<file path="src/hdl/bfha_pkg.sv">
// Shared types and constants for the best-fit heap allocator.
// Used by bfha_ctrl, bfha_dp and best_fit_heap_allocator_top; no dependencies.
package bfha_pkg;

  // block layout
  localparam logic [15:0] HDR_BYTES   = 16'd4;
  localparam logic [15:0] MIN_PAYLOAD = 16'd8;
  localparam logic [15:0] MIN_SPLIT   = 16'd12;
  localparam logic [31:0] MAX_REQ     = 32'h0000_FFFC;

  // parameter defaults
  localparam int DEF_POOL_BYTES   = 4096;
  localparam int DEF_FREE_ENTRIES = 256;

  // pool_bytes reset value
  localparam logic [12:0] POOL_RESET = 13'd4096;

  // action codes carried in tuser
  localparam logic ACT_ALLOC = 1'b0;
  localparam logic ACT_FREE  = 1'b1;

  // one free-segment table entry
  typedef struct packed {
    logic [15:0] start;
    logic [15:0] size;
  } entry_t;

  // controller to datapath
  typedef struct packed {
    logic load;       // input transaction accepted
    logic seed;       // re-seed the heap
    logic check;      // screen request, read block size, init scan
    logic scan_run;   // walk the segment table
    logic apply;      // commit the decision
    logic move_run;   // shift table entries
    logic final_wr;   // write the inserted entry
    logic out_load;   // load the output register
  } cmd_t;

  // datapath to controller
  typedef struct packed {
    logic seed_pend;
    logic cfg_busy;
    logic reject;
    logic scan_done;
    logic move_done;
    logic final_pend;
    logic out_free;
  } sts_t;

endpackage

</file>
<file path="src/hdl/bfha_ctrl.sv">
// Sequencing state machine of the best-fit heap allocator.
// Depends on bfha_pkg (cmd_t, sts_t); drives bfha_dp.
module bfha_ctrl import bfha_pkg::*; (
  input  logic clk,
  input  logic rst,
  input  logic s_tvalid,
  output logic s_tready,
  input  sts_t sts,
  output cmd_t cmd
);

  localparam logic [2:0] ST_IDLE  = 3'd0;
  localparam logic [2:0] ST_SEED  = 3'd1;
  localparam logic [2:0] ST_CHECK = 3'd2;
  localparam logic [2:0] ST_SCAN  = 3'd3;
  localparam logic [2:0] ST_APPLY = 3'd4;
  localparam logic [2:0] ST_MOVE  = 3'd5;
  localparam logic [2:0] ST_FINAL = 3'd6;
  localparam logic [2:0] ST_DONE  = 3'd7;

  logic [2:0] state, state_next;

  assign s_tready = (state == ST_IDLE) && !sts.seed_pend && !sts.cfg_busy;

  // next state and commands
  always_comb begin
    state_next   = state;
    cmd          = '0;
    cmd.load     = s_tvalid && s_tready;
    case (state)
      ST_IDLE: begin
        if (sts.seed_pend && !sts.cfg_busy) state_next = ST_SEED;
        else if (s_tvalid && s_tready) state_next = ST_CHECK;
      end
      ST_SEED: begin
        cmd.seed   = 1'b1;
        state_next = ST_IDLE;
      end
      ST_CHECK: begin
        cmd.check  = 1'b1;
        state_next = sts.reject ? ST_DONE : ST_SCAN;
      end
      ST_SCAN: begin
        cmd.scan_run = 1'b1;
        if (sts.scan_done) state_next = ST_APPLY;
      end
      ST_APPLY: begin
        cmd.apply  = 1'b1;
        state_next = ST_MOVE;
      end
      ST_MOVE: begin
        cmd.move_run = 1'b1;
        if (sts.move_done) state_next = sts.final_pend ? ST_FINAL : ST_DONE;
      end
      ST_FINAL: begin
        cmd.final_wr = 1'b1;
        state_next   = ST_DONE;
      end
      ST_DONE: begin
        if (sts.out_free) begin
          cmd.out_load = 1'b1;
          state_next   = ST_IDLE;
        end
      end
      default: state_next = ST_IDLE;
    endcase
  end

  always_ff @(posedge clk) begin
    if (rst) state <= ST_IDLE;
    else state <= state_next;
  end

endmodule

</file>
<file path="config.mk">
export PLATFORM = sky130hd
export DESIGN_NAME = bfha_ctrl
export DESIGN_NICKNAME = d
export VERILOG_FILES = /design/src/hdl/bfha_pkg.sv /design/src/hdl/bfha_ctrl.sv
export SDC_FILE = /design/constraint.sdc
export NUM_CORES = 1
export LEC_CHECK = 0
export ABC_CLOCK_PERIOD_IN_PS = 1700
export BUFFER_PORTS_ARGS = -buffer_cell sky130_fd_sc_hd__buf_2
export CAP_MARGIN = 20
export CELL_PAD_IN_SITES_DETAIL_PLACEMENT = 1
export CELL_PAD_IN_SITES_GLOBAL_PLACEMENT = 2
export CORE_UTILIZATION = 20
export DETAILED_ROUTE_END_ITERATION = 12
export PLACE_DENSITY_LB_ADDON = 0.3
export SLEW_MARGIN = 20
export SYNTH_ARGS = -nofsm -noshare
export SYNTH_HDL_FRONTEND = slang
export SYNTH_SLANG_ARGS = --single-unit
</file>
<file path="constraint.sdc">
create_clock -name clk -period 1.7 [get_ports clk]
set_input_delay 0.085 -clock clk [delete_from_list [all_inputs] [get_ports clk]]
set_output_delay 0.085 -clock clk [all_outputs]
set_load 0.05 [all_outputs]
</file>
==> Yosys cells after proc, flatten, opt, wreduce, memory -nomap -nowiden <==
Index checks and enable logic that the tools add are counted.
{ "classes": {"add_sub_neg": 0, "n_mul": 0, "div": 0, "order_cmp": 0, "n_eq_ne": 11, "shift": 0, "n_mux": 16, "bitwise": 0, "n_reduce_logical": 8} }
{ "ops": {"columns": ["op", "count"], "rows": [
  ["case mux 3 bit (8 select lines)", 1],
  ["2-to-1 mux 3 bit", 6],
  ["equality test 3 bit, second input constant", 4],
  ["2-to-1 mux 1 bit", 9],
  ["equality test 3 x 2 -> 1 bit, second input constant", 2],
  ["inequality test 2 bit, second input constant", 3],
  ["logical AND 1 bit", 4],
  ["AND reduction 4 bit", 1],
  ["equality test 3 x 1 -> 1 bit, second input constant", 1],
  ["zero test 3 bit", 1],
  ["inequality test 3 x 2 -> 1 bit, second input constant", 1],
  ["zero test 1 bit", 2]
]} }
{ "word_totals": {"reg_bits": 3, "latchBits": 0, "mem_bits_rw": 0, "mem_bits_ro": 0, "in_bits": 10, "output_inout_bits": 9, "elab_cells": 36, "mem_count": 0} }

==> Logic depth before layout (Yosys ltp) <==
Gate-level depths: netlist (run 1).
{ "depth": {"word_depth": 7, "depth_mapped": 5, "depth_no_buf": 4} }

==> Least setup slack after synthesis (run 1) <==
OpenSTA, ideal clock, no wires.
{ "synth_timing": {"path_type": "register to output", "from": "register state[2]", "to": "output cmd[7] (netlist name)", "t_arrival_ps": 1988, "required_time_ps": 1615, "slack_ps": -373, "stages_incl_launch_ff": 5, "cell_sequence": "dfxtp_1 -> buf_6 -> or3_4 -> nor3_2 -> and2_1"} }
{ "synth_rtl": {"columns": ["element", "line", "rtl"], "rows": [
  ["from (decl)", "bfha_ctrl.sv:21", "logic [2:0] state, state_next;"],
  ["from (signal assigned)", "bfha_ctrl.sv:71", "else state <= state_next;"],
  ["to (decl)", "bfha_ctrl.sv:9", "output cmd_t cmd"]
]} }

==> impl_metrics.yaml, run 1 <==
timing:
  rsz0062_at_grt: "false"
  finalMaxSlewViolations: 0
  tns_ns: 0
  setup_viol: 0
  whs_ns: 0.0482
  clock_skew_ns: 0.00164
  finalHoldViolCount: 0
  post-route-period-util_pct: 96.2
  tightest_slew_ns: 0.309
  worst_slack_ns: 0.0650
  fmax_mhz: 612
  maxSlewHeadroom_pct: 79.3
  final.min_clock_period_ns: 1.64
clocking:
  cts_sinks: 3
  post_cts.repair.setup_buffers: 0
  cts_buffer_depth: 2
  cts_tree: "yes"
  cts_made_buffers: 3
  insertion_delay_ns: 0.23
  cts_root_buf: "clkbuf_4"
  h-tree-depth: 1
  clkTransAtPathRegs_ns: 0.04
global_routing:
  grt_pass1_wl_um: 1240
  grt-ovfl-total: 0
  grt_pass1_vias: 312
  grt_usage_pct: 11.4
  grt_max_degree: 11
  antenna_found_initial: 0
routing:
  vias: 351
  drt-vias-per-instance: 4.74
  routed_wl_um: 823
  drc: 0
  route.antenna.remaining_nets: 0
  wl_per_cell_um: 11.1
  drt-initial-drc-count: 1
  firstDrtPassIters: 2
yosys:
  synthFlopType: "dfxtp_1"
  synth_warnings: 0
  synth-seq-cells: 3
  synth-edff-count: 0
  syn_area_um2: 310
  yosysTopAreaCellShare_pct: 19.4
  yosys-top-cells-area: "dfxtp_1, o21ba_2, o22ai_4, nor3b_1, nand2b_1"
  syn_inst: 38
  yosysSeqAreaShare_pct: 19.4
  syn_nets: 48
  syn_area_per_cell_um2: 8.17
  yosysTopAreaCell: "dfxtp_1"
  synth.distinct_cells: 26
  async_flop_share_pct: 0
cells_and_area:
  stdcell_count: 74
  drive_gt1_share_pct: 54.2
  n_antenna_cell: 0
  finish.net_count: 70
  fillers: 179
  fin_area_um2: 459
  area_growth_pct: 48.0
  final_cell_mix: "buf_2, clkbuf_4"
  largest_register: "state"
  largest_register_ffs: 3
  final_common_cell: "buf_2"
  largestRegisters: "state x3"
floorplan:
  core_um2: 1370
  die-area_um2: 1710
  die_y_um: 41.4
  initial_utilization_pct: 22.7
  fp.dieW_um: 41.4
  num_rows: 13
  boundaryPins: 19
critical_path:
  critical_path_class: "reg2out"
  cp_max_fo: 9
  critPathLaunch: "state[2]"
  end_kind: "primary output"
  worst_ep_required_time_ns: 1.62
  cp-start-kind: "register"
  rr_startpoint: "state[2]"
  cp_data_arrival_time_ns: 1.55
placement:
  dp_hpwl_um: 690
  placed_area_um2: 430
  dp.cells: 70
  port_buffers: 18
  place.gp.congestion: 0.718
  post-place-ws_ns: 0.272
power_and_ir_drop:
  power_density_nw_per_um2: 1580
  leakagePower_uw: 0.000211
  ir_drop_v: 0.000515
min_path:
  hp-start: "rst"
  min_path_type: "in2reg"
run:
  drv_cap: 0
status:
  status: "complete, no violations"
Yosys cell counts, types with 2 or more instances:
| cell type | number |
|---|---|
| o21ba_2 | 2 |
| inv_1 | 2 |
| nand2b_1 | 2 |
| nor3b_1 | 2 |
| dfxtp_1 | 3 |
| nand2_1 | 3 |
| nor2b_1 | 2 |
| buf_2 | 2 |
| nor2_1 | 3 |
cell families after synthesis:
group	share of synthesized area [%]
flops	19.4
simple gates	38.7
buf+inv	9.27
compound gates	32.7
metrics by stage:
stage | utilization, % | total power, uW
after global routing | 33.6 | 789
after detailed placement | 31.5 | 608
after global placement | 31.5 | 606
after CTS | 33.4 | 736
final | 33.6 | 726
after floorplan | - | 512
what timing repair did:
action | 4_1_cts | 5_1_grt
hold buffers | 0 | 0
resized for setup | 0 | 1
endpoints found under the setup margin | 0 | 1
power breakdown:
part / internal [uW] / switching, uW
Sequential: 95.1 / 31.9
Clock: 88.0 / 37.8
Combinational: 175 / 299
worst max-delay path, stage by stage (launching register included):
cell      delay, ns
dfxtp_1        0.38
or3_4          0.45
nor3_4         0.12
and2_2         0.15
clkbuf_4       0.22
routing by layer:
metal | wire length (um) | GRT usage [%] | vias up | part of all wire [%]
met5 | 0 | 0 | - | 0
met4 | 0 | 2.42 | 0 | 0
met3 | 69 | 4.79 | 0 | 8.4
met2 | 377 | 19.5 | 17 | 46
met1 | 376 | 13.0 | 152 | 46
li1 | - | - | 182 | -
area by class of cell:
class | count | area [um^2] | share of cell area (%)
flip-flops and latches | 3 | 60.1 | 13.1
multi-input cells | 30 | 239 | 52.0
clock buffers | 4 | 26.3 | 5.72
inverters | 2 | 7.51 | 1.63
well taps | 15 | 18.8 | 4.09
repair buffers | 20 | 108 | 23.4
final timing paths:
kind                            slack, ns  cells past startpoint  endpoint
worst max register to register       0.40                      4  state[1]
worst max-delay path                 0.06                      4    cmd[7]
worst min-delay path                 0.05                      2  state[0]
worst min register to register       0.62                      2  state[0]
Power figures use the tool's default switching activity.
==> run 2, diff against run 1 <==
--- a/config.mk
+++ b/config.mk
@@ -12,7 +12,7 @@
 export CELL_PAD_IN_SITES_GLOBAL_PLACEMENT = 2
 export CORE_UTILIZATION = 20
 export DETAILED_ROUTE_END_ITERATION = 12
-export PLACE_DENSITY_LB_ADDON = 0.3
+export PLACE_DENSITY_LB_ADDON = 0.12
 export SLEW_MARGIN = 20
 export SYNTH_ARGS = -nofsm -noshare
 export SYNTH_HDL_FRONTEND = slang
==> run 2 against run 1 <==
Against the previous run:
- worst setup slack improved by 0.070 ns
- critical path type unchanged
- die area unchanged
- clock skew increased by 0.0026 ns
- power decreased by 0.10%
- routed wire length increased by 3.5%
==> impl_metrics.yaml, run 2 (same netlist as run 1, synthesis figures left out) <==
cells_and_area:
  area_growth_pct: 48.4
  largest_register_ffs: 3
  finish.net_count: 70
  drive_gt1_share_pct: 55.9
  n_antenna_cell: 0
  largestRegisters: "state x3"
  final_common_cell: "buf_2"
  fin_area_um2: 460
  largest_register: "state"
  stdcell_count: 74
status:
  status: "complete, no violations"
clocking:
  post_cts.repair.setup_buffers: 0
  cts_sinks: 3
  cts_made_buffers: 3
  cts_buffer_depth: 2
  h-tree-depth: 1
  clkTransAtPathRegs_ns: 0.04
  cts_root_buf: "clkbuf_4"
  cts_tree: "yes"
  cts_resized: 0
  ctsHoldBuffers: 0
  insertion_delay_ns: 0.23
critical_path:
  critical_path_class: "reg2out"
  cp_data_arrival_time_ns: 1.48
  rrSetupSlack_ns: 0.41
  cp_max_fo: 11
  max_stage_delay_ns: 0.39
  worst_ep_required_time_ns: 1.62
  reg2reg_depth: 3
  cp-start-kind: "register"
  path_cells: "or3_4 -> nor3_4 -> and2_2 -> buf_4"
  end_kind: "primary output"
  worstReg2RegEnd: "state[2]"
  rr_startpoint: "state[1]"
  slowest_stage: "dfxtp_1"
global_routing:
  grt_pass1_vias: 323
  grt_max_degree: 12
  grt-ovfl-total: 0
  grt_pass1_wl_um: 1320
  grt_usage_pct: 11.7
  antenna_found_initial: 0
routing:
  routed_wl_um: 852
  drt-vias-per-instance: 4.95
  firstDrtPassIters: 3
  vias: 366
  wl_per_cell_um: 11.5
  met2_length_um: 409
  top_layer: "met3"
  drc: 0
  route.antenna.remaining_nets: 0
  m1WireLength_um: 381
  wl_met3_um: 61
  drt-initial-drc-count: 5
timing:
  rsz0062_at_grt: "false"
  maxSlewHeadroom_pct: 78.1
  clock_skew_ns: 0.00428
  tightest_slew_ns: 0.327
  finalHoldViolCount: 0
  setup_viol: 0
  post-route-period-util_pct: 92.0
  tns_ns: 0
  final.min_clock_period_ns: 1.56
  fmax_mhz: 639
  finalMaxSlewViolations: 0
power_and_ir_drop:
  ir_drop_v: 0.000534
  leakagePower_uw: 0.000212
  power_density_nw_per_um2: 1580
floorplan:
  die-area_um2: 1710
  core_um2: 1370
  num_rows: 13
  initial_utilization_pct: 22.7
  die_y_um: 41.4
  boundaryPins: 19
  fp.dieW_um: 41.4
placement:
  place.gp.congestion: 0.746
  dp.cells: 70
  placed_area_um2: 430
  port_buffers: 18
  dp_hpwl_um: 720
min_path:
  holdPathStages: 2
  worstHoldEndpoint: "state[0]"
  hp-start: "rst"
  min_path_type: "in2reg"
run:
  drv_cap: 0
## run 2: changes by cell type in the layout (fill, tap and decap cells not counted)
cell      previous run  this run
clkbuf_4             4         3
dfxtp_1              3         2
buf_4                2         3
dfxtp_2              0         1
## run 2: per-stage QoR
stage                     hold WS, ns  utilization [%]  total power (uW)  worst slack [ns]
after floorplan                 0.158                -               512           -0.0438
after global placement          0.295             31.5               599             0.293
after detailed placement        0.302             31.5               606             0.251
after CTS                      0.0552             33.4               736           0.00545
after global routing           0.0693             33.7               778            0.0420
final                          0.0555             33.7               725             0.135
## run 2: metal layers
metal,vias to the layer above,GRT usage [%]
li1,187,-
met1,165,14.0
met2,14,19.5
met3,0,3.19
met4,0,4.84
met5,-,0
## run 2: where the power goes
part | internal, uW | switching [uW] | leakage (uW)
Sequential | 96.4 | 41.9 | 0.0000253
Clock | 88.1 | 38.0 | 0.0000150
Combinational | 175 | 286 | 0.000171
Total | 359 | 366 | 0.000212
## run 2: how the worst max path moves through the flow
stage | end | start | depth (start not counted)
after floorplan | cmd[7] | state[2] | 4
after global placement | cmd[7] | state[2] | 4
after detailed placement | cmd[7] | state[2] | 4
after CTS | cmd[7] | state[2] | 4
after global routing | cmd[7] | state[1] | 4
final | cmd[7] | state[1] | 4
## run 2: area by class of cell
type,instances,area (um^2)
clock buffer,4,26.3
fill,187,906
inverter,2,7.51
multi-input combinational,30,239
sequential,3,61.3
tap,15,18.8
timing repair buffer,20,108
## run 2: critical path: cells and delay by family, from the launching register on
| kind | cells | cell delay, ns |
|---|---|---|
| buffers and inverters | 1 | 0.19 |
| DFF | 1 | 0.39 |
| and+or+nand+nor | 3 | 0.66 |
